`config.mk`:
```
export PLATFORM = sky130hd
export DESIGN_NAME = btr_scaler
export DESIGN_NICKNAME = d
export VERILOG_FILES = /design/src/design/btr_pkg.sv /design/src/design/btr_scaler.sv
export SDC_FILE = /design/constraint.sdc
export NUM_CORES = 2
export LEC_CHECK = 0
export ABC_AREA = 0
export BUFFER_PORTS_ARGS = -buffer_cell sky130_fd_sc_hd__buf_2
export CAP_MARGIN = 20
export CORE_MARGIN = 2
export CORE_UTILIZATION = 34
export CTS_CLUSTER_SIZE = 30
export DETAILED_ROUTE_END_ITERATION = 12
export GPL_TIMING_DRIVEN = 0
export HOLD_SLACK_MARGIN = 0.08
export PLACE_DENSITY_LB_ADDON = 0.15
export SYNTH_ARGS = -nofsm -noshare
export SYNTH_HDL_FRONTEND = slang
export SYNTH_SLANG_ARGS = --single-unit
```
`constraint.sdc`:
```
create_clock -name clk -period 7.05 [get_ports clk]
set_input_delay 0 -clock clk [delete_from_list [all_inputs] [get_ports clk]]
set_output_delay 0 -clock clk [all_outputs]
set_load 0.05 [all_outputs]
```
`src/design/btr_pkg.sv`:
```
`timescale 1ns / 1ps
// ----------------------------------------------------------------------------
// Bearing triangulation ranger package
// Shared types, field widths and the elaboration-time trigonometric tables.
// ----------------------------------------------------------------------------
package btr_pkg;

    localparam int BTR_DIST_BITS       = 16;
    localparam int BTR_FRAC_BITS       = 8;
    localparam int BTR_TABLE_FRAC_BITS = 18;
    localparam int BTR_RANGE_BITS      = 30;

    localparam logic [63:0] BTR_PI_Q30 = 64'd3373259426;

    typedef enum logic [1:0] {
        BTR_OK   = 2'd0,
        BTR_SAME = 2'd1,
        BTR_WIDE = 2'd2,
        BTR_GEOM = 2'd3
    } btr_status_t;

    typedef struct packed {
        logic                     cmd;
        logic [8:0]               bearing_one;
        logic [8:0]               bearing_two;
        logic [BTR_DIST_BITS-1:0] baseline_distance;
        logic [8:0]               baseline_bearing;
    } btr_request_t;

    typedef struct packed {
        logic [BTR_RANGE_BITS-1:0] range_from_first;
        logic [BTR_RANGE_BITS-1:0] range_from_second;
        logic [7:0]                target_angle;
        btr_status_t               status;
    } btr_result_t;

    typedef struct packed {
        logic        valid;
        logic [7:0]  theta;
        btr_status_t status;
    } btr_ctrl_t;

    typedef logic [63:0] btr_tab91_t [0:90];
    typedef logic [63:0] btr_tab181_t [0:180];

    // Restoring shift-and-subtract division used only to build the tables.
    function automatic logic [63:0] btr_udiv(logic [63:0] num, logic [63:0] den);
        logic [64:0] rem;
        logic [63:0] quo;
        int          i;
        rem = '0;
        quo = '0;
        for (i = 63; i >= 0; i--)
        begin
            rem = {rem[63:0], num[i]};
            if (rem >= {1'b0, den})
            begin
                rem    = rem - {1'b0, den};
                quo[i] = 1'b1;
            end
        end
        return quo;
    endfunction

    // Sine of whole degrees 0..90 in Q30 by an eleven-term Taylor series.
    function automatic btr_tab91_t btr_sin_q30_table();
        btr_tab91_t  t;
        logic [63:0] x;
        logic [63:0] x2;
        logic [63:0] term;
        longint      sum;
        int          k;
        int          n;
        for (k = 0; k <= 90; k++)
        begin
            x    = (64'(k) * BTR_PI_Q30 + 64'd90) / 64'd180;
            x2   = (x * x + (64'd1 << 29)) >> 30;
            term = x;
            sum  = longint'(x);
            for (n = 1; n <= 10; n++)
            begin
                term = (term * x2) >> 30;
                term = btr_udiv(term, 64'((2 * n) * (2 * n + 1)));
                if ((n % 2) == 1)
                begin
                    sum = sum - longint'(term);
                end
                else
                begin
                    sum = sum + longint'(term);
                end
            end
            t[k] = (sum > 0) ? 64'(sum) : 64'd0;
        end
        return t;
    endfunction

    function automatic btr_tab181_t btr_sin_table(int tfb);
        btr_tab91_t  q;
        btr_tab181_t t;
        logic [63:0] s;
        int          k;
        q = btr_sin_q30_table();
        for (k = 0; k <= 180; k++)
        begin
            s    = q[(k <= 90) ? k : 180 - k];
            t[k] = (s + (64'd1 << (29 - tfb))) >> (30 - tfb);
        end
        return t;
    endfunction

    function automatic btr_tab181_t btr_csc_table(int tfb);
        btr_tab91_t  q;
        btr_tab181_t t;
        logic [63:0] s;
        int          k;
        q = btr_sin_q30_table();
        for (k = 0; k <= 180; k++)
        begin
            s    = q[(k <= 90) ? k : 180 - k];
            t[k] = (s != 64'd0) ? btr_udiv((64'd1 << (tfb + 30)) + (s >> 1), s) : 64'd0;
        end
        return t;
    endfunction

    function automatic btr_tab91_t btr_cot_table(int tfb);
        btr_tab91_t  q;
        btr_tab91_t  t;
        logic [63:0] s;
        int          k;
        q = btr_sin_q30_table();
        for (k = 0; k <= 90; k++)
        begin
            s    = q[k];
            t[k] = (s != 64'd0) ? btr_udiv((q[90 - k] << tfb) + (s >> 1), s) : 64'd0;
        end
        return t;
    endfunction

endpackage

```
`src/design/btr_scaler.sv`:
```
`timescale 1ns / 1ps
// ----------------------------------------------------------------------------
// Bearing triangulation range scaler
// Three-stage product of baseline and sine with cosecant, or of baseline and
// cotangent, with round-to-nearest and saturation to the range field.
// ----------------------------------------------------------------------------
module btr_scaler import btr_pkg::*; #(
    parameter int FRAC_BITS       = BTR_FRAC_BITS,
    parameter int TABLE_FRAC_BITS = BTR_TABLE_FRAC_BITS,
    localparam int SW = TABLE_FRAC_BITS + 1,
    localparam int MW = TABLE_FRAC_BITS + 6
) (
    input  logic                      clk,
    input  logic                      full,
    input  logic [BTR_DIST_BITS-1:0]  base,
    input  logic [SW-1:0]             sin_val,
    input  logic [MW-1:0]             mult,
    output logic [BTR_RANGE_BITS-1:0] range_val
);

    localparam int PW  = BTR_DIST_BITS + TABLE_FRAC_BITS + 1;
    localparam int HW  = (PW + 1) / 2;
    localparam int HIW = PW - HW;
    localparam int PRW = PW + MW;
    localparam int SH  = 2 * TABLE_FRAC_BITS - FRAC_BITS;
    localparam int QW  = ((PRW + 1 - SH) > (BTR_RANGE_BITS + 1)) ? (PRW + 1 - SH)
                                                                 : (BTR_RANGE_BITS + 1);
    localparam logic [PRW:0] RND = (PRW + 1)'(1) << (SH - 1);

    logic [PW-1:0]             p1_reg;
    logic [PW-1:0]             p1_next;
    logic [MW-1:0]             m_reg;
    logic [HW+MW-1:0]          lo_reg;
    logic [HW+MW-1:0]          lo_next;
    logic [HIW+MW-1:0]         hi_reg;
    logic [HIW+MW-1:0]         hi_next;
    logic [BTR_RANGE_BITS-1:0] range_reg;
    logic [BTR_RANGE_BITS-1:0] range_next;
    logic [PRW:0]              total;
    logic [QW-1:0]             quot;

    always_comb
    begin
        if (full)
        begin
            p1_next = PW'(base) * PW'(sin_val);
        end
        else
        begin
            p1_next = PW'({base, {TABLE_FRAC_BITS{1'b0}}});
        end
        lo_next    = (HW + MW)'(p1_reg[HW-1:0]) * (HW + MW)'(m_reg);
        hi_next    = (HIW + MW)'(p1_reg[PW-1:HW]) * (HIW + MW)'(m_reg);
        total      = ((PRW + 1)'(hi_reg) << HW) + (PRW + 1)'(lo_reg) + RND;
        quot       = QW'(total >> SH);
        range_next = (|quot[QW-1:BTR_RANGE_BITS]) ? '1 : quot[BTR_RANGE_BITS-1:0];
    end

    always_ff @(posedge clk)
    begin
        p1_reg    <= p1_next;
        m_reg     <= mult;
        lo_reg    <= lo_next;
        hi_reg    <= hi_next;
        range_reg <= range_next;
    end

    assign range_val = range_reg;

endmodule

```
==> impl_metrics.env <==
export IMPL_layout_drive_gt1_share=0.06372
export IMPL_firstDrtPassIters=7
export IMPL_dieArea_um2=123700
export IMPL_largest_register_ffs=41
export IMPL_portBuffers=75
export IMPL_coreArea_um2=120000
export IMPL_setup_slack_ns=0.2418
export IMPL_hpwl_um=111100
export IMPL_layout_nets=6099
export IMPL_crit_family="adder cells"
export IMPL_ant_nets=0
export IMPL_startpoint_type="flop"
export IMPL_ys_ff_latch=154
export IMPL_syn_area_per_cell_um2=8.923
export IMPL_num_rows=127
export IMPL_grt_pass1_wl_um=202000
export IMPL_final_setup_skew_ns=0.02824
export IMPL_grt_pass1_vias=31740
export IMPL_slew_headroom=0.3817
export IMPL_cts_reportedPaths_clkPinSlew_ns=0.09
export IMPL_dpl_worst_slack_ns=-1.229
export IMPL_reg2reg_from="p1_reg[7]"
export IMPL_routed_via_density=4.714
export IMPL_worstHoldStart="mult[23]"
export IMPL_worstPathCellList="clkbuf_2 -> and2_1 -> fa_1 -> inv_1 -> fa_1 -> fa_1 -> inv_1 -> fa_1 -> fa_1 -> inv_1 -> fa_1 -> inv_1 -> ha_1 -> nand3_1 -> nor4_1 -> a2111o_1 -> a221o_2 -> a21oi_4 -> o21bai_2 -> a21oi_2 -> o21ai_0"
export IMPL_clock_latency_ns=0.54
export IMPL_drt_iter0_drc=1927
export IMPL_timing_final_crit_share=0.9657
export IMPL_seq_area_frac_synth=0.07501
export IMPL_worstMarginPinSlew_ns=0.9274
export IMPL_gp_congestion=0.8998
export IMPL_start_util=0.3426
export IMPL_ys_types=81
export IMPL_synth_warnings=0
export IMPL_overflow=0
export IMPL_rsz0062_at_grt="true"
export IMPL_fillers=12470
export IMPL_fin_setup_tns_ns=0
export IMPL_crit_path_max_incr_delay_ns=0.56
export IMPL_drt_wl_total_um=130700
export IMPL_vias=30020
export IMPL_critPathSlowestCell="dfxtp_1"
export IMPL_setup_viol=0
export IMPL_crit_arrival_ns=7.18
export IMPL_crit_buf_inv=5
export IMPL_whs_ns=0.1246
export IMPL_drv_slew=0
export IMPL_ys_flop_type="dfxtp_1"
export IMPL_crit_fanout=10
export IMPL_clockRootBuffer="clkbuf_16"
export IMPL_dp_cells=6293
export IMPL_die_w_um=351.7
export IMPL_async_reset_ff_frac=0
export IMPL_hold_class="in2reg"
export IMPL_period_needed_ns=6.808
export IMPL_status="completed"
export IMPL_cts_tree="built"
export IMPL_synth_edf_count=0
export IMPL_hold_viol_final=0
export IMPL_worstSetupEndpointType="flop"
export IMPL_wl_per_cell_um=20.52
export IMPL_syn_nets=5963
export IMPL_synthesis_area_um2=41100
export IMPL_grtUsageTotal=0.2208
export IMPL_crit_start="p1_reg[7]"
export IMPL_fin_cells=6369
export IMPL_critPathKind="reg2reg"
export IMPL_cts_made_buffers=17
export IMPL_drv_cap=0
export IMPL_ioPinCount=91
export IMPL_antenna_found_initial=10
export IMPL_clock_sinks=154
export IMPL_area_growth_pct=9.139
export IMPL_htreeDepth=4
export IMPL_cp_required_ns=7.43
export IMPL_die_height_um=351.7
export IMPL_route_detailed_drc=0
export IMPL_crit_top_cell="fa_1"
export IMPL_fmax_mhz=146.9
export IMPL_grt_max_degree=19
export IMPL_synth_cells=4606
export IMPL_clockBufferDepth=2
logic make-up after synthesis:
group / Yosys count / synth area share
compound gates: 322 / 0.05443
xor+xnor: 101 / 0.02152
fa+ha+maj: 1296 / 0.5617
buf+inv: 1302 / 0.1193
flops: 154 / 0.07501
mux: 14 / 0.003805
simple gates: 1417 / 0.1643
final timing paths:
| path | slack [ns] | cells past startpoint | end |
|---|---|---|---|
| worst max register to register | 0.24 | 21 | lo_reg[36] |
| worst min register to register | 0.51 | 2 | range_val[26] |
| worst min-delay path | 0.12 | 2 | m_reg[23] |
| worst max-delay path | 0.24 | 21 | lo_reg[36] |
cells in the final DEF (no fill, tap or decap), drive strengths merged, types with 16 or more instances in the layout:
cell,count
o21ai,53
clkbuf,214
nor2,53
xnor2,57
fa,915
and3,16
inv,1094
a21oi,108
a21o,42
ha,381
buf,88
nand3,23
xor2,44
nand2,789
dfxtp,154
and2,466
dlygate4sd3,48
cell usage after synthesis (3+ instances only):
master	n	area [um^2]
a21o_1	40	300.3
o31a_1	4	35.03
mux2_2	13	146.4
nor3_1	7	35.03
nor2b_1	13	81.33
fa_1	915	18320
o21ai_0	48	240.2
and3_1	16	100.1
dfxtp_1	154	3083
a31oi_1	7	43.79
a211o_1	6	52.55
a21oi_2	5	43.79
or2_2	6	37.54
xnor2_1	57	499.2
nand3_1	23	115.1
a21boi_0	6	45.04
o21ai_1	4	20.02
or3_1	5	31.28
a31o_2	4	35.03
xor2_1	44	385.4
a221o_1	3	30.03
a21oi_1	102	510.5
nand2b_1	12	75.07
inv_1	1086	4076
nand4_1	10	62.56
o21a_1	9	67.56
o31ai_1	6	45.04
and2_1	466	2915
a211oi_1	11	82.58
o211ai_1	13	97.59
ha_1	381	4767
nand2_1	789	2962
a41oi_1	3	26.28
o21bai_1	14	105.1
nor3b_1	4	30.03
nor2_1	53	198.9
clkbuf_1	212	795.8
metrics by stage:
stage | utilization | instance area [um^2]
floorplan | - | 41100
global placement | 0.3625 | 43490
detailed placement | 0.3625 | 43490
CTS | 0.3727 | 44720
global route | 0.3739 | 44850
finish | 0.3739 | 44860
timing repair:
action,CTS,global route
buffers inserted,0,3
resized for setup,107,129
hold endpoints to repair,29,0
pin swaps,0,2
endpoints found under the setup margin,41,22
hold buffers,48,0
per-layer routing:
layer | up-vias | GRT usage | wire length, um
met5 | - | 0 | 12
met4 | 2 | 0.05651 | 3122
met3 | 118 | 0.02938 | 7383
met2 | 821 | 0.3472 | 58130
met1 | 15260 | 0.3198 | 62080
li1 | 13820 | - | -
final cells by class:
class / count / area (um^2) / area share
antenna: 2 / 5.005 / 0.0001116
timing repair buffer: 126 / 878.3 / 0.01958
buffer: 207 / 999.7 / 0.02229
sequential: 154 / 3142 / 0.07004
clock buffer: 17 / 425.4 / 0.009484
tap: 1612 / 2017 / 0.04496
multi-input combinational: 3150 / 33150 / 0.7389
inverter: 1086 / 4076 / 0.09088
clock inverter: 15 / 167.7 / 0.003738
Power is left out: the tool's default activity adds up to more than one toggle a clock period on the data nets, which glitch-free logic cannot reach.
